### src/rtl/qbp_pkg.sv
// ----------------------------------------------------------------------------
// qbp_pkg: shared types and constants for the quantize and bit pack block
// Field widths, frame size, result codes, beat payloads and state encodings.
// ----------------------------------------------------------------------------
package qbp_pkg;

  // Frame size in bytes and the bit limit that follows from it
  localparam int FRAME_BYTES = 64;
  localparam int LIMIT_BITS  = FRAME_BYTES * 8;
  localparam int BC_W        = $clog2(LIMIT_BITS + 1);

  // Field widths
  localparam int ACT_W = 2;
  localparam int VAL_W = 32;
  localparam int CB_W  = 5;
  localparam int LEN_W = 7;
  localparam int STS_W = 2;

  // Adder width for bit count plus code length or pad
  localparam int SUM_W = ((BC_W > CB_W) ? BC_W : CB_W) + 1;

  // Divider remainder width: twice the range plus one guard bit
  localparam int DIV_W = VAL_W + 2;

  typedef enum logic [ACT_W-1:0] {
    ACT_START  = 2'd0,
    ACT_ADD    = 2'd1,
    ACT_FINISH = 2'd2
  } action_e;

  typedef enum logic [STS_W-1:0] {
    STS_OK          = 2'd0,
    STS_ZERO_RES    = 2'd1,
    STS_EMPTY_RANGE = 2'd2,
    STS_OVERFLOW    = 2'd3
  } status_e;

  typedef enum logic [1:0] {
    PK_IDLE,
    PK_RESP,
    PK_DIV
  } pk_state_e;

  typedef enum logic [2:0] {
    DV_IDLE,
    DV_CLAMP,
    DV_DIFF,
    DV_INIT,
    DV_RUN
  } dv_phase_e;

  typedef struct packed {
    logic [ACT_W-1:0]        action;
    logic signed [VAL_W-1:0] value;
    logic signed [VAL_W-1:0] lower_bound;
    logic signed [VAL_W-1:0] upper_bound;
    logic [CB_W-1:0]         code_bits;
  } in_beat_t;

  typedef struct packed {
    logic [7:0]       out_byte;
    logic             byte_valid;
    logic             last;
    logic [LEN_W-1:0] frame_length;
    logic [STS_W-1:0] status;
  } out_beat_t;

  // Packer to divider control
  typedef struct packed {
    logic start;
    logic step;
  } div_ctl_t;

  // Divider to packer status
  typedef struct packed {
    logic            bit_valid;
    logic            q_bit;
    logic [CB_W-1:0] bits_left;
  } div_sts_t;

endpackage

### src/rtl/qbp_in_if.sv
// ----------------------------------------------------------------------------
// qbp_in_if: input channel of the quantize and bit pack block
// Valid/ready handshake carrying one command beat.
// ----------------------------------------------------------------------------
interface qbp_in_if;
  logic               valid;
  logic               ready;
  qbp_pkg::in_beat_t  payload;

  modport source (output valid, output payload, input ready);
  modport sink   (input valid, input payload, output ready);
endinterface

### src/rtl/qbp_out_if.sv
// ----------------------------------------------------------------------------
// qbp_out_if: output channel of the quantize and bit pack block
// Valid/ready handshake carrying one result beat.
// ----------------------------------------------------------------------------
interface qbp_out_if;
  logic               valid;
  logic               ready;
  qbp_pkg::out_beat_t payload;

  modport source (output valid, output payload, input ready);
  modport sink   (input valid, input payload, output ready);
endinterface

### src/rtl/quantize_and_bit_pack_top.sv
// ----------------------------------------------------------------------------
// quantize_and_bit_pack_top: telemetry frame packer with linear quantizer
// Start, finish and rejected commands: one result beat, held in resp_q and then
// loaded into the output register; the next command is taken once it is loaded.
// Add: clamp, difference and init phases in the divider, then one code bit per
// cycle from the serial divider while no full byte stalls on a busy output; each
// full byte goes out as a beat, and an add that emits no byte ends with a result beat.
// One command in flight at a time; reset clears bit count and partial byte.
// ----------------------------------------------------------------------------
module quantize_and_bit_pack_top (
  input  logic       clk_i,
  input  logic       rst_ni,
  qbp_in_if.sink     in_i,
  qbp_out_if.source  out_o
);

  qbp_pkg::pk_state_e state_q, state_d;

  logic [qbp_pkg::BC_W-1:0]  bc_q, bc_d;
  logic [7:0]                partial_q, partial_d, bit_partial;
  logic                      any_q, any_d;
  qbp_pkg::out_beat_t        resp_q, resp_d, out_q, out_beat;
  logic                      out_valid_q, out_load, slot_free;
  logic [qbp_pkg::SUM_W-1:0] add_sum, pad_sum;
  logic                      byte_done;
  qbp_pkg::div_ctl_t         div_ctl;
  qbp_pkg::div_sts_t         div_sts;

  qbp_div u_div (
    .clk_i  (clk_i),
    .rst_ni (rst_ni),
    .ctl_i  (div_ctl),
    .op_i   (in_i.payload),
    .sts_o  (div_sts)
  );

  assign slot_free = !out_valid_q || out_o.ready;
  assign add_sum   = qbp_pkg::SUM_W'(bc_q) + qbp_pkg::SUM_W'(in_i.payload.code_bits);
  assign pad_sum   = qbp_pkg::SUM_W'(bc_q) + qbp_pkg::SUM_W'(4'd8 - {1'b0, bc_q[2:0]});
  assign byte_done = (bc_q[2:0] == 3'd7);

  // Place the incoming code bit at the next free position
  always_comb begin
    bit_partial = partial_q;
    bit_partial[~bc_q[2:0]] = div_sts.q_bit;
  end

  assign in_i.ready = (state_q == qbp_pkg::PK_IDLE);

  // Command decode, bit append and result sequencing
  always_comb begin
    state_d  = state_q;
    bc_d     = bc_q;
    partial_d = partial_q;
    resp_d   = resp_q;
    any_d    = any_q;
    out_load = 1'b0;
    out_beat = '0;
    div_ctl  = '0;
    case (state_q)
      qbp_pkg::PK_IDLE: begin
        if (in_i.valid) begin
          state_d = qbp_pkg::PK_RESP;
          resp_d  = '0;
          resp_d.last = 1'b1;
          case (qbp_pkg::action_e'(in_i.payload.action))
            qbp_pkg::ACT_START: begin
              bc_d      = '0;
              partial_d = '0;
            end
            qbp_pkg::ACT_ADD: begin
              if (in_i.payload.code_bits == '0) begin
                resp_d.status = qbp_pkg::STS_ZERO_RES;
              end else if (in_i.payload.upper_bound <= in_i.payload.lower_bound) begin
                resp_d.status = qbp_pkg::STS_EMPTY_RANGE;
              end else if (add_sum > qbp_pkg::SUM_W'(qbp_pkg::LIMIT_BITS)) begin
                resp_d.status = qbp_pkg::STS_OVERFLOW;
              end else begin
                div_ctl.start = 1'b1;
                any_d   = 1'b0;
                state_d = qbp_pkg::PK_DIV;
              end
            end
            qbp_pkg::ACT_FINISH: begin
              if (pad_sum > qbp_pkg::SUM_W'(qbp_pkg::LIMIT_BITS)) begin
                resp_d.status       = qbp_pkg::STS_OVERFLOW;
                resp_d.frame_length = qbp_pkg::LEN_W'(bc_q >> 3);
              end else begin
                resp_d.out_byte     = partial_q;
                resp_d.byte_valid   = 1'b1;
                resp_d.frame_length = qbp_pkg::LEN_W'(pad_sum >> 3);
                bc_d      = qbp_pkg::BC_W'(pad_sum);
                partial_d = '0;
              end
            end
            default: ;
          endcase
        end
      end
      qbp_pkg::PK_RESP: begin
        if (slot_free) begin
          out_load = 1'b1;
          out_beat = resp_q;
          state_d  = qbp_pkg::PK_IDLE;
        end
      end
      qbp_pkg::PK_DIV: begin
        if (div_sts.bit_valid && (!byte_done || slot_free)) begin
          div_ctl.step = 1'b1;
          bc_d = bc_q + qbp_pkg::BC_W'(1);
          if (byte_done) begin
            out_load            = 1'b1;
            out_beat.out_byte   = bit_partial;
            out_beat.byte_valid = 1'b1;
            out_beat.last       = (div_sts.bits_left < qbp_pkg::CB_W'(8));
            out_beat.status     = qbp_pkg::STS_OK;
            partial_d = '0;
            any_d     = 1'b1;
          end else begin
            partial_d = bit_partial;
          end
          if (div_sts.bits_left == '0) begin
            if (!byte_done && !any_q) begin
              resp_d      = '0;
              resp_d.last = 1'b1;
              state_d     = qbp_pkg::PK_RESP;
            end else begin
              state_d = qbp_pkg::PK_IDLE;
            end
          end
        end
      end
      default: state_d = qbp_pkg::PK_IDLE;
    endcase
  end

  // Control state
  always_ff @(posedge clk_i or negedge rst_ni) begin
    if (!rst_ni) begin
      state_q     <= qbp_pkg::PK_IDLE;
      bc_q        <= '0;
      partial_q   <= '0;
      any_q       <= 1'b0;
      out_valid_q <= 1'b0;
    end else begin
      state_q     <= state_d;
      bc_q        <= bc_d;
      partial_q   <= partial_d;
      any_q       <= any_d;
      out_valid_q <= out_load || (out_valid_q && !out_o.ready);
    end
  end

  // Result payload registers
  always_ff @(posedge clk_i) begin
    resp_q <= resp_d;
    if (out_load) begin
      out_q <= out_beat;
    end
  end

  assign out_o.valid   = out_valid_q;
  assign out_o.payload = out_q;

  // Bit count never passes the frame limit
  a_bc_limit: assert property (@(posedge clk_i) disable iff (!rst_ni)
    bc_q <= qbp_pkg::BC_W'(qbp_pkg::LIMIT_BITS))
    else $error("qbp: bit count beyond frame");

  // Unfilled positions of the partial byte stay clear
  a_partial_clean: assert property (@(posedge clk_i) disable iff (!rst_ni)
    (partial_q & (8'hFF >> bc_q[2:0])) == 8'h00)
    else $error("qbp: stray bits in partial byte");

  // A completed byte lands in the output register
  a_byte_out: assert property (@(posedge clk_i) disable iff (!rst_ni)
    (state_q == qbp_pkg::PK_DIV && div_ctl.step && byte_done)
      |=> (out_valid_q && out_q.byte_valid))
    else $error("qbp: completed byte not presented");

endmodule

### src/rtl/qbp_div.sv
// ----------------------------------------------------------------------------
// qbp_div: bit-serial linear quantizer
// Clamps the sample, then runs a restoring division that yields the code
// one bit per step, most significant bit first.
// ----------------------------------------------------------------------------
module qbp_div (
  input  logic               clk_i,
  input  logic               rst_ni,
  input  qbp_pkg::div_ctl_t  ctl_i,
  input  qbp_pkg::in_beat_t  op_i,
  output qbp_pkg::div_sts_t  sts_o
);

  // code = floor(N / D), N = 2*full*num + den, D = 2*den.
  // With e = den - 2*num: N = num*2^(r+1) + e, so N >> r = 2*num + (e >>> r)
  // and the low r bits of N are the low r bits of e.

  qbp_pkg::dv_phase_e phase_q, phase_d;

  logic signed [qbp_pkg::VAL_W-1:0] v_q, lo_q, hi_q, vc;
  logic [qbp_pkg::CB_W-1:0]         r_q, cnt_q;
  logic [qbp_pkg::VAL_W-1:0]        num_q, den_q, num_d, den_d;
  logic signed [qbp_pkg::DIV_W-1:0] e_q, e_d, e_sh;
  logic [qbp_pkg::DIV_W-1:0]        rem_q, rem_init, rem_next, trial, dsr;
  logic [qbp_pkg::VAL_W-1:0]        e_low;
  logic                             ge;

  // Clamp and range
  always_comb begin
    if (v_q < lo_q) begin
      vc = lo_q;
    end else if (v_q > hi_q) begin
      vc = hi_q;
    end else begin
      vc = v_q;
    end
  end

  assign num_d = vc - lo_q;
  assign den_d = hi_q - lo_q;
  assign e_d   = $signed({2'b00, den_q}) - $signed({1'b0, num_q, 1'b0});

  // Initial remainder and one restoring step
  assign e_sh     = e_q >>> r_q;
  assign rem_init = {1'b0, num_q, 1'b0} + $unsigned(e_sh);
  assign e_low    = e_q[qbp_pkg::VAL_W-1:0];
  assign dsr      = {1'b0, den_q, 1'b0};
  assign trial    = {rem_q[qbp_pkg::DIV_W-2:0], e_low[cnt_q]};
  assign ge       = (trial >= dsr);
  assign rem_next = ge ? (trial - dsr) : trial;

  assign sts_o.bit_valid = (phase_q == qbp_pkg::DV_RUN);
  assign sts_o.q_bit     = ge;
  assign sts_o.bits_left = cnt_q;

  // Phase sequencing
  always_comb begin
    phase_d = phase_q;
    case (phase_q)
      qbp_pkg::DV_IDLE:  phase_d = ctl_i.start ? qbp_pkg::DV_CLAMP : qbp_pkg::DV_IDLE;
      qbp_pkg::DV_CLAMP: phase_d = qbp_pkg::DV_DIFF;
      qbp_pkg::DV_DIFF:  phase_d = qbp_pkg::DV_INIT;
      qbp_pkg::DV_INIT:  phase_d = qbp_pkg::DV_RUN;
      qbp_pkg::DV_RUN: begin
        if (ctl_i.step && (cnt_q == '0)) begin
          phase_d = qbp_pkg::DV_IDLE;
        end
      end
      default: phase_d = qbp_pkg::DV_IDLE;
    endcase
  end

  always_ff @(posedge clk_i or negedge rst_ni) begin
    if (!rst_ni) begin
      phase_q <= qbp_pkg::DV_IDLE;
    end else begin
      phase_q <= phase_d;
    end
  end

  // Operand capture and datapath registers
  always_ff @(posedge clk_i) begin
    if (ctl_i.start) begin
      v_q  <= op_i.value;
      lo_q <= op_i.lower_bound;
      hi_q <= op_i.upper_bound;
      r_q  <= op_i.code_bits;
    end
    case (phase_q)
      qbp_pkg::DV_CLAMP: begin
        num_q <= num_d;
        den_q <= den_d;
      end
      qbp_pkg::DV_DIFF: begin
        e_q <= e_d;
      end
      qbp_pkg::DV_INIT: begin
        rem_q <= rem_init;
        cnt_q <= r_q - qbp_pkg::CB_W'(1);
      end
      qbp_pkg::DV_RUN: begin
        if (ctl_i.step) begin
          rem_q <= rem_next;
          cnt_q <= cnt_q - qbp_pkg::CB_W'(1);
        end
      end
      default: ;
    endcase
  end

  // Remainder stays below the divisor through the whole run
  a_rem_below: assert property (@(posedge clk_i) disable iff (!rst_ni)
    (phase_q == qbp_pkg::DV_RUN) |-> (rem_q < dsr))
    else $error("qbp_div: remainder not below divisor");

  // Final step returns to idle
  a_run_ends: assert property (@(posedge clk_i) disable iff (!rst_ni)
    (phase_q == qbp_pkg::DV_RUN && ctl_i.step && cnt_q == '0)
      |=> (phase_q == qbp_pkg::DV_IDLE))
    else $error("qbp_div: run did not end after last bit");

  // Start from idle enters the clamp phase
  a_start_clamp: assert property (@(posedge clk_i) disable iff (!rst_ni)
    (phase_q == qbp_pkg::DV_IDLE && ctl_i.start) |=> (phase_q == qbp_pkg::DV_CLAMP))
    else $error("qbp_div: start not taken");

endmodule
### src/flat_wrapper.sv
// flat-port wrapper written by rule: the top's interface ports become plain ports
module quantize_and_bit_pack_top_flat 
  (clk_i, rst_ni, in_i_valid, in_i_payload, in_i_ready, out_o_valid, out_o_payload, out_o_ready);
  qbp_in_if in_i_i ();
  qbp_out_if out_o_i ();
  input  logic clk_i;
  input  logic rst_ni;
  input wire logic [$bits(in_i_i.valid)-1:0] in_i_valid;
  input wire logic [$bits(in_i_i.payload)-1:0] in_i_payload;
  output wire logic [$bits(in_i_i.ready)-1:0] in_i_ready;
  output wire logic [$bits(out_o_i.valid)-1:0] out_o_valid;
  output wire logic [$bits(out_o_i.payload)-1:0] out_o_payload;
  input wire logic [$bits(out_o_i.ready)-1:0] out_o_ready;
  assign in_i_i.valid = in_i_valid;
  assign in_i_i.payload = in_i_payload;
  assign in_i_ready = in_i_i.ready;
  assign out_o_valid = out_o_i.valid;
  assign out_o_payload = out_o_i.payload;
  assign out_o_i.ready = out_o_ready;
  quantize_and_bit_pack_top u_core (.clk_i(clk_i), .rst_ni(rst_ni), .in_i(in_i_i), .out_o(out_o_i));
endmodule
### config.mk
export PLATFORM = sky130hd
export DESIGN_NAME = quantize_and_bit_pack_top_flat
export DESIGN_NICKNAME = d
export VERILOG_FILES = /design/src/rtl/qbp_pkg.sv /design/src/rtl/qbp_in_if.sv /design/src/rtl/qbp_out_if.sv /design/src/rtl/quantize_and_bit_pack_top.sv /design/src/rtl/qbp_div.sv /design/src/flat_wrapper.sv
export SDC_FILE = /design/constraint.sdc
export NUM_CORES = 1
export LEC_CHECK = 0
export BUFFER_PORTS_ARGS = -buffer_cell sky130_fd_sc_hd__buf_4
export CAP_MARGIN = 10
export CORE_MARGIN = 8
export CORE_UTILIZATION = 57
export DETAILED_ROUTE_END_ITERATION = 16
export PLACE_DENSITY = 0.79
export SLEW_MARGIN = 30
export SYNTH_ARGS = -nofsm -noshare
export SYNTH_HDL_FRONTEND = slang
export SYNTH_SLANG_ARGS = --single-unit
### constraint.sdc
create_clock -name clk_i -period 6.2 [get_ports clk_i]
set_clock_uncertainty 0.05 [all_clocks]
set_input_delay 0.62 -clock clk_i [delete_from_list [all_inputs] [get_ports clk_i]]
set_output_delay 0.62 -clock clk_i [all_outputs]
set_load 0.02 [all_outputs]
# After elaboration in Yosys (flattened, before gate mapping)
# Index checks and enable logic that the tools add are counted.
[word_totals]
ff_bits = 300
input_bits = 107
[classes]
order_cmp = 10
n_bitwise = 1
eq_ne = 23
n_mux = 74
n_addsub = 11
shift = 1
n_reduce_logical = 25
[ops]
columns = ["operator", "count"]
rows = [
  ["19-bit 2-to-1 mux", 5],
  ["33-bit 2-to-1 mux", 2],
  ["33-bit case mux with 2 select lines", 1],
  ["32-bit 2-to-1 mux", 2],
  ["32-bit subtractor", 2],
  ["10-bit case mux with 2 select lines", 3],
  ["10-bit 2-to-1 mux", 5],
  ["19-bit case mux with 2 select lines", 1],
  ["34-bit by 33-bit greater-or-equal comparator with 1-bit output", 1],
  ["34-bit by 5-bit >>> shifter with 33-bit output", 1],
  ["32-bit by 33-bit subtractor with 34-bit output", 1],
  ["33-bit adder", 1],
  ["33-bit subtractor", 1],
  ["32-bit greater-than comparator", 1],
  ["32-bit <= comparator", 1],
  ["32-bit less-than comparator", 1],
  ["8-bit 2-to-1 mux", 4],
  ["8-bit case mux with 2 select lines", 2],
  ["2-bit 2-to-1 mux", 12],
  ["11-bit by 10-bit greater-than comparator with 1-bit output (second input constant)", 2],
  ["1-bit 2-to-1 mux", 22],
  ["9-bit 2-to-1 mux", 2],
  ["3-bit case mux with 5 select lines", 1],
  ["7-bit 2-to-1 mux", 2],
  ["other kinds (39)", 69],
]

# Longest topological paths before layout
[depth]
word_depth = 10
depth_mapped = 26
ltp_nobuf = 25

# By module
# A second synthesis with hierarchy kept.
[unflattened]
hier_cells = 2670
hier_area_um2 = 24696.2
[modules_own_cells]
columns = ["module", "area_per_inst_um2", "n_inst", "cells_per_inst"]
rows = [
  ["qbp_div", 20079.3, 1, 2158],
  ["quantize_and_bit_pack_top", 4616.9, 1, 512],
]

# Worst setup path after synthesis
# Ideal clock, no wire load.
[synth_timing]
kind = "reg2reg"
startpoint = "register u_core.u_div.phase_q[1]"
endpoint = "register u_core.u_div.phase_q[1]"
t_arrival_ns = 5.638
path_stages_with_launch = 3
path_slack_ns = 0.420
setup_time_ns = 0.092
n_path_buf = 0
required_ns = 6.058
path_cell_list = "dfrtp_1 > nor3b_1 > or2_2"
[synth_between]
elab_chain_cells = 6
elab_cells_between_ends = 11
cone_classes = "eq/ne: 5; mux: 3; reduce/logical: 3"
[synth_rtl]
columns = ["element", "line", "text"]
rows = [
  ["start: declaration", "qbp_div.sv:18", "qbp_pkg::dv_phase_e phase_q, phase_d;"],
  ["start signal: assignment", "qbp_div.sv:75", "phase_q <= qbp_pkg::DV_IDLE;"],
  ["start signal: assignment", "qbp_div.sv:77", "phase_q <= phase_d;"],
  ["3-bit equality test", "qbp_div.sv:52, qbp_div.sv:59", ""],
  ["1-bit logical AND", "quantize_and_bit_pack_top.sv:108", "if (div_sts.bit_valid && (!byte_done || slot_free)) begin"],
  ["1-bit 2-to-1 mux", "quantize_and_bit_pack_top.sv:108", ""],
  ["1-bit 2-to-1 mux", "quantize_and_bit_pack_top.sv:60", "case (state_q)"],
  ["1-bit logical AND", "qbp_div.sv:65", "if (ctl_i.step && (cnt_q == '0)) begin"],
  ["2-bit != test (no line)", "n/a", ""],
]
# Parallel ways exist; a longest one is shown, timed or not.
# A chain may end at the register's enable or synchronous reset.

# Worst setup path in the final report
[layout_timing]
startpoint = "register u_core.u_div.v_q[31] in the netlist's numbering"
endpoint = "register u_core.u_div.num_q[31] in the netlist's numbering (data pin)"
[layout_between]
elab_chain_cells = 4
elab_cells_between_ends = 5
cone_classes = "add/sub: 1; order compare: 2; mux: 2"
[layout_rtl]
columns = ["element", "line", "text"]
rows = [
  ["start: declaration", "qbp_div.sv:20", "logic signed [qbp_pkg::VAL_W-1:0] v_q, lo_q, hi_q, vc;"],
  ["start signal: assignment", "qbp_div.sv:84", "v_q <= op_i.value;"],
  ["32-bit greater-than comparator", "qbp_div.sv:32", "end else if (v_q > hi_q) begin"],
  ["32-bit 2-to-1 mux", "qbp_div.sv:32", ""],
  ["32-bit 2-to-1 mux *", "qbp_div.sv:30", "if (v_q < lo_q) begin"],
  ["32-bit subtractor *", "qbp_div.sv:39", "assign num_d = vc - lo_q;"],
  ["net u_core.u_div.num_d (one bit)", "qbp_div.sv:22", "logic [qbp_pkg::VAL_W-1:0] num_q, den_q, num_d, den_d;"],
  ["end signal: assignment", "qbp_div.sv:91", "num_q <= num_d;"],
  ["end: declaration", "qbp_div.sv:22", ""],
]
# Mark *: on every way through the listed nets, which the timed path passes. The rest lies on a longest branch.

==> out/results.txt <==
Max VDD drop - 0.219 mV
Inserted Diodes - 0
Synth Register Bits - 299
GPL Wtd Cong - 1.00
# port buffers - 127
Yosys cell types - 83
Max-slew headroom - 38.3%
Fin. Hold Viols - 0
Most used DFF post-synth - edfxtp_1
FILL cells - 3,381
die area - 49,700 um^2
part of the power in registers - 37.0%
adder-cell share of the synthesized area - 14.3%
largest family of logic cells by synthesized area - compound AO/OA/AOI/OAI gates
CP Cell Sequence - ha_1, nand4_1, nor3_2, nand4_1, a41o_1, a31oi_1, o31ai_4, buf_4, buf_4, nor2_1, a21oi_1, a21oi_1, ha_1, a21o_1, a2111oi_0, o22a_1, o31ai_1, a221o_1, o31a_1, o41ai_2, o21ai_0, xnor2_1
cts bufs inserted - 35
fraction of layout cells with a size suffix above 1 - 10.4%
Congestion Overflow GR - 0
Ys Warns - 0
Max stage delay on crit path - 0.49 ns
Compound-Gate Fraction of Synth Area - 19.2%
sequential area share after synthesis - 36.3%
Final TNS setup - 0 ns
TritonCTS clock tree - done
final WL - 65.4 mm
Initial DRT Pass Iterations - 6
power per cell area - 265 nW/um^2
post-synthesis mux area share - 6.31%
Die H - 223 um
post-CTS setup buffers - 0
Post-synth EDFFs - 274
DP Cell Count - 3,231
period utilization - 95.5%
P_leak - 12.0 nW
multi-input logic area - 14,400 um^2
Comb pwr share - 32.7%
vias per inst - 6.15
sw power - 2.43 mW
crit-path max FO - 29
CP Capture Type - register
achievable frequency - 169 MHz
Async SR Flop Fraction - 8.36%
status - completed
worst path buffer plus inverter count - 2
Root Buffer - clkbuf_16
sw frac - 33.6%
Top Family by Delay on Critical Path - compound AO/OA/AOI/OAI gates
Critical Path RT - 6.44 ns
Max Cap Violations - 0
nets - 3,114
Cells after Synth - 2,617
largest net degree at the start of global routing - 76
Synth area leaders - edfxtp_1 (34%), ha_1 (14%), a21oi_1 (5.4%), nor2_1 (3.7%), xnor2_1 (3.7%)
Synth area leader - edfxtp_1
Cell Area, Synth - 24,400 um^2
Clock power frac - 30.3%
first-pass GRT wire length - 104 mm
cell internal pwr - 4.80 mW
Worst Hold Class - input port to register
area taken by flip-flops and latches - 8850 um^2
TritonCTS Sinks - 299
slowest CP cell - a2111oi_0
Total GRT Usage - 25.7%
FP Rows - 75
worst-margin pin slew - 0.926 ns
drt first-iter violations - 1,726
Finished Layout Cells - 3,295
post-synthesis xor/xnor area fraction - 5.06%
post-DP HPWL - 51.6 mm
Clock Path Buffers - 3
Worst setup SP type - register
Worst-path clk slew - 0.06 ns
initial antenna violation count - 0
core area - 42,100 um^2
io pins - 128
crit path time final - 5.92 ns
endpoints failing setup - 0
Worst-Skew Late Latency - 0.56 ns
Area Growth Syn to Fin - 11.7%
Synth Area in Simple Gates - 13.7%
Initial Util - 57.9%
crit path DAT - 6.16 ns
synthesized netlist net count - 3,000
CTS H-tree lvls - 2
Max Slew Vio Count - 0
number of nets with antenna violations after routing - 0
post-synth top area share - 33.7%
wire per inst - 19.8 um
DRC errors left - 0
number of global-route vias before repair - 20,288
critical path class - register to register
via count - 20,262
Synth Area per Inst - 9.32 um^2
chip width - 223 um
==> flip-flops by register name, indices dropped and copies added (netlist names), 5 cells and up <==
| name | flops |
|---|---|
| u_core.u_div.e_q | 34 |
| u_core.u_div.den_q | 32 |
| u_core.out_o.payload | 19 |
| u_core.u_div.r_q | 5 |
| u_core.u_div.v_q | 32 |
| u_core.u_div.rem_q | 33 |
| u_core.bc_q | 10 |
| u_core.u_div.lo_q | 32 |
| u_core.u_div.cnt_q | 5 |
| u_core.resp_q | 18 |
| u_core.u_div.num_q | 32 |
| u_core.partial_q | 8 |
| u_core.u_div.hi_q | 32 |
==> power groups by stage <==
stage,clock network [mW],registers [mW],logic [mW]
after floorplan,0,2.73,1.64
after global placement,0,2.71,2.25
after detailed placement,0,2.72,2.32
after CTS,2.23,2.68,2.34
after global routing,2.30,2.70,2.60
final,2.19,2.68,2.36
==> cell type report <==
class	instances	area share (%)
Multi-Input combinational cell	2002	52.8
Tap cell	539	2.48
Sequential cell	299	32.5
Clock inverter	21	1.03
Timing Repair Buffer	158	4.59
Inverter	235	3.24
Clock buffer	41	3.41
==> cell usage after synthesis, types with 31 or more instances <==
library cell  number
a21o_1            83
mux2i_1           74
o21ai_0          141
nand3_1           50
a21oi_1          263
o21a_1            44
nand2_1          199
ha_1             270
nor2b_1           34
xnor2_1          102
nand2b_1          32
edfxtp_1         274
nor3_1            31
xor2_1            39
nor2_1           239
and2_1            35
inv_1            233
clkbuf_1          61
==> final timing paths <==
kind                                                 startpoint                          endpoint  slack, ns  depth (start not counted)
min in group asynchronous                                rst_ni   u_core.partial_q[1]$_DFFE_PN0P_       0.46                          2
worst min register to register  u_core.partial_q[7]$_DFFE_PN0P_   u_core.partial_q[7]$_DFFE_PN0P_       0.47                          2
worst max-delay path             u_core.u_div.v_q[31]$_DFFE_PP_  u_core.u_div.num_q[31]$_DFFE_PP_       0.28                         22
worst min-delay path                           in_i_payload[92]    u_core.u_div.v_q[23]$_DFFE_PP_       0.19                          1
worst max register to register   u_core.u_div.v_q[31]$_DFFE_PP_  u_core.u_div.num_q[31]$_DFFE_PP_       0.28                         22
max in group asynchronous                                rst_ni          u_core.any_q$_DFFE_PN0P_       5.37                          2
==> kinds of logic (layout without fill, tap and decap cells) <==
kind of cell             Yosys count  after routing
multiplexers                     115            115
flip-flops                       299            299
buffers and inverters            316            455
AO/OA/AOI/OAI                    752            752
XOR/XNOR                         141            141
adder cells (fa/ha/maj)          276            276
AND/OR/NAND/NOR                  718            718
==> per-stage QoR <==
step	hold slack (ns)	setup WS (ns)	utilization (%)	power (mW)	area (um^2)
after global routing	0.172	-0.0166	64.7	7.60	27200
after CTS	0.169	0.0136	64.6	7.25	27200
final	0.192	0.282	64.7	7.23	27200
after detailed placement	0.452	0.0503	61.7	5.04	26000
after floorplan	0.274	0.420	-	4.36	24400
after global placement	0.439	0.107	61.7	4.96	26000
==> layout by cell type (no fill, tap or decap), drive strengths merged, types with 20 or more instances in the layout <==
cell type,n
a211oi,30
a21o,83
a21oi,263
a31oi,22
and2,36
and3,20
buf,157
clkbuf,41
dfrtp,25
edfxtp,274
ha,270
inv,235
mux2i,74
mux4,30
nand2,200
nand2b,32
nand3,50
nand4,22
nor2,240
nor2b,34
nor3,32
o21a,44
o21ai,170
xnor2,102
xor2,39
==> repair_timing <==
action / in CTS / in global routing
resized for setup: 0 / 5
hold buffers: 1 / 0
setup endpoints to repair: 0 / 4
endpoints found under the hold margin: 25 / 0
==> per-layer routing <==
| metal | global-route usage, % | vias to the layer above | wire, um |
|---|---|---|---|
| met1 | 33.2 | 9558 | 28000 |
| met4 | 10.3 | 0 | 2650 |
| met3 | 3.79 | 171 | 3870 |
| li1 | - | 9783 | - |
| met2 | 43.0 | 750 | 30900 |
| met5 | 0 | - | 0 |
Note: power is estimated with default switching activity, not from simulation.
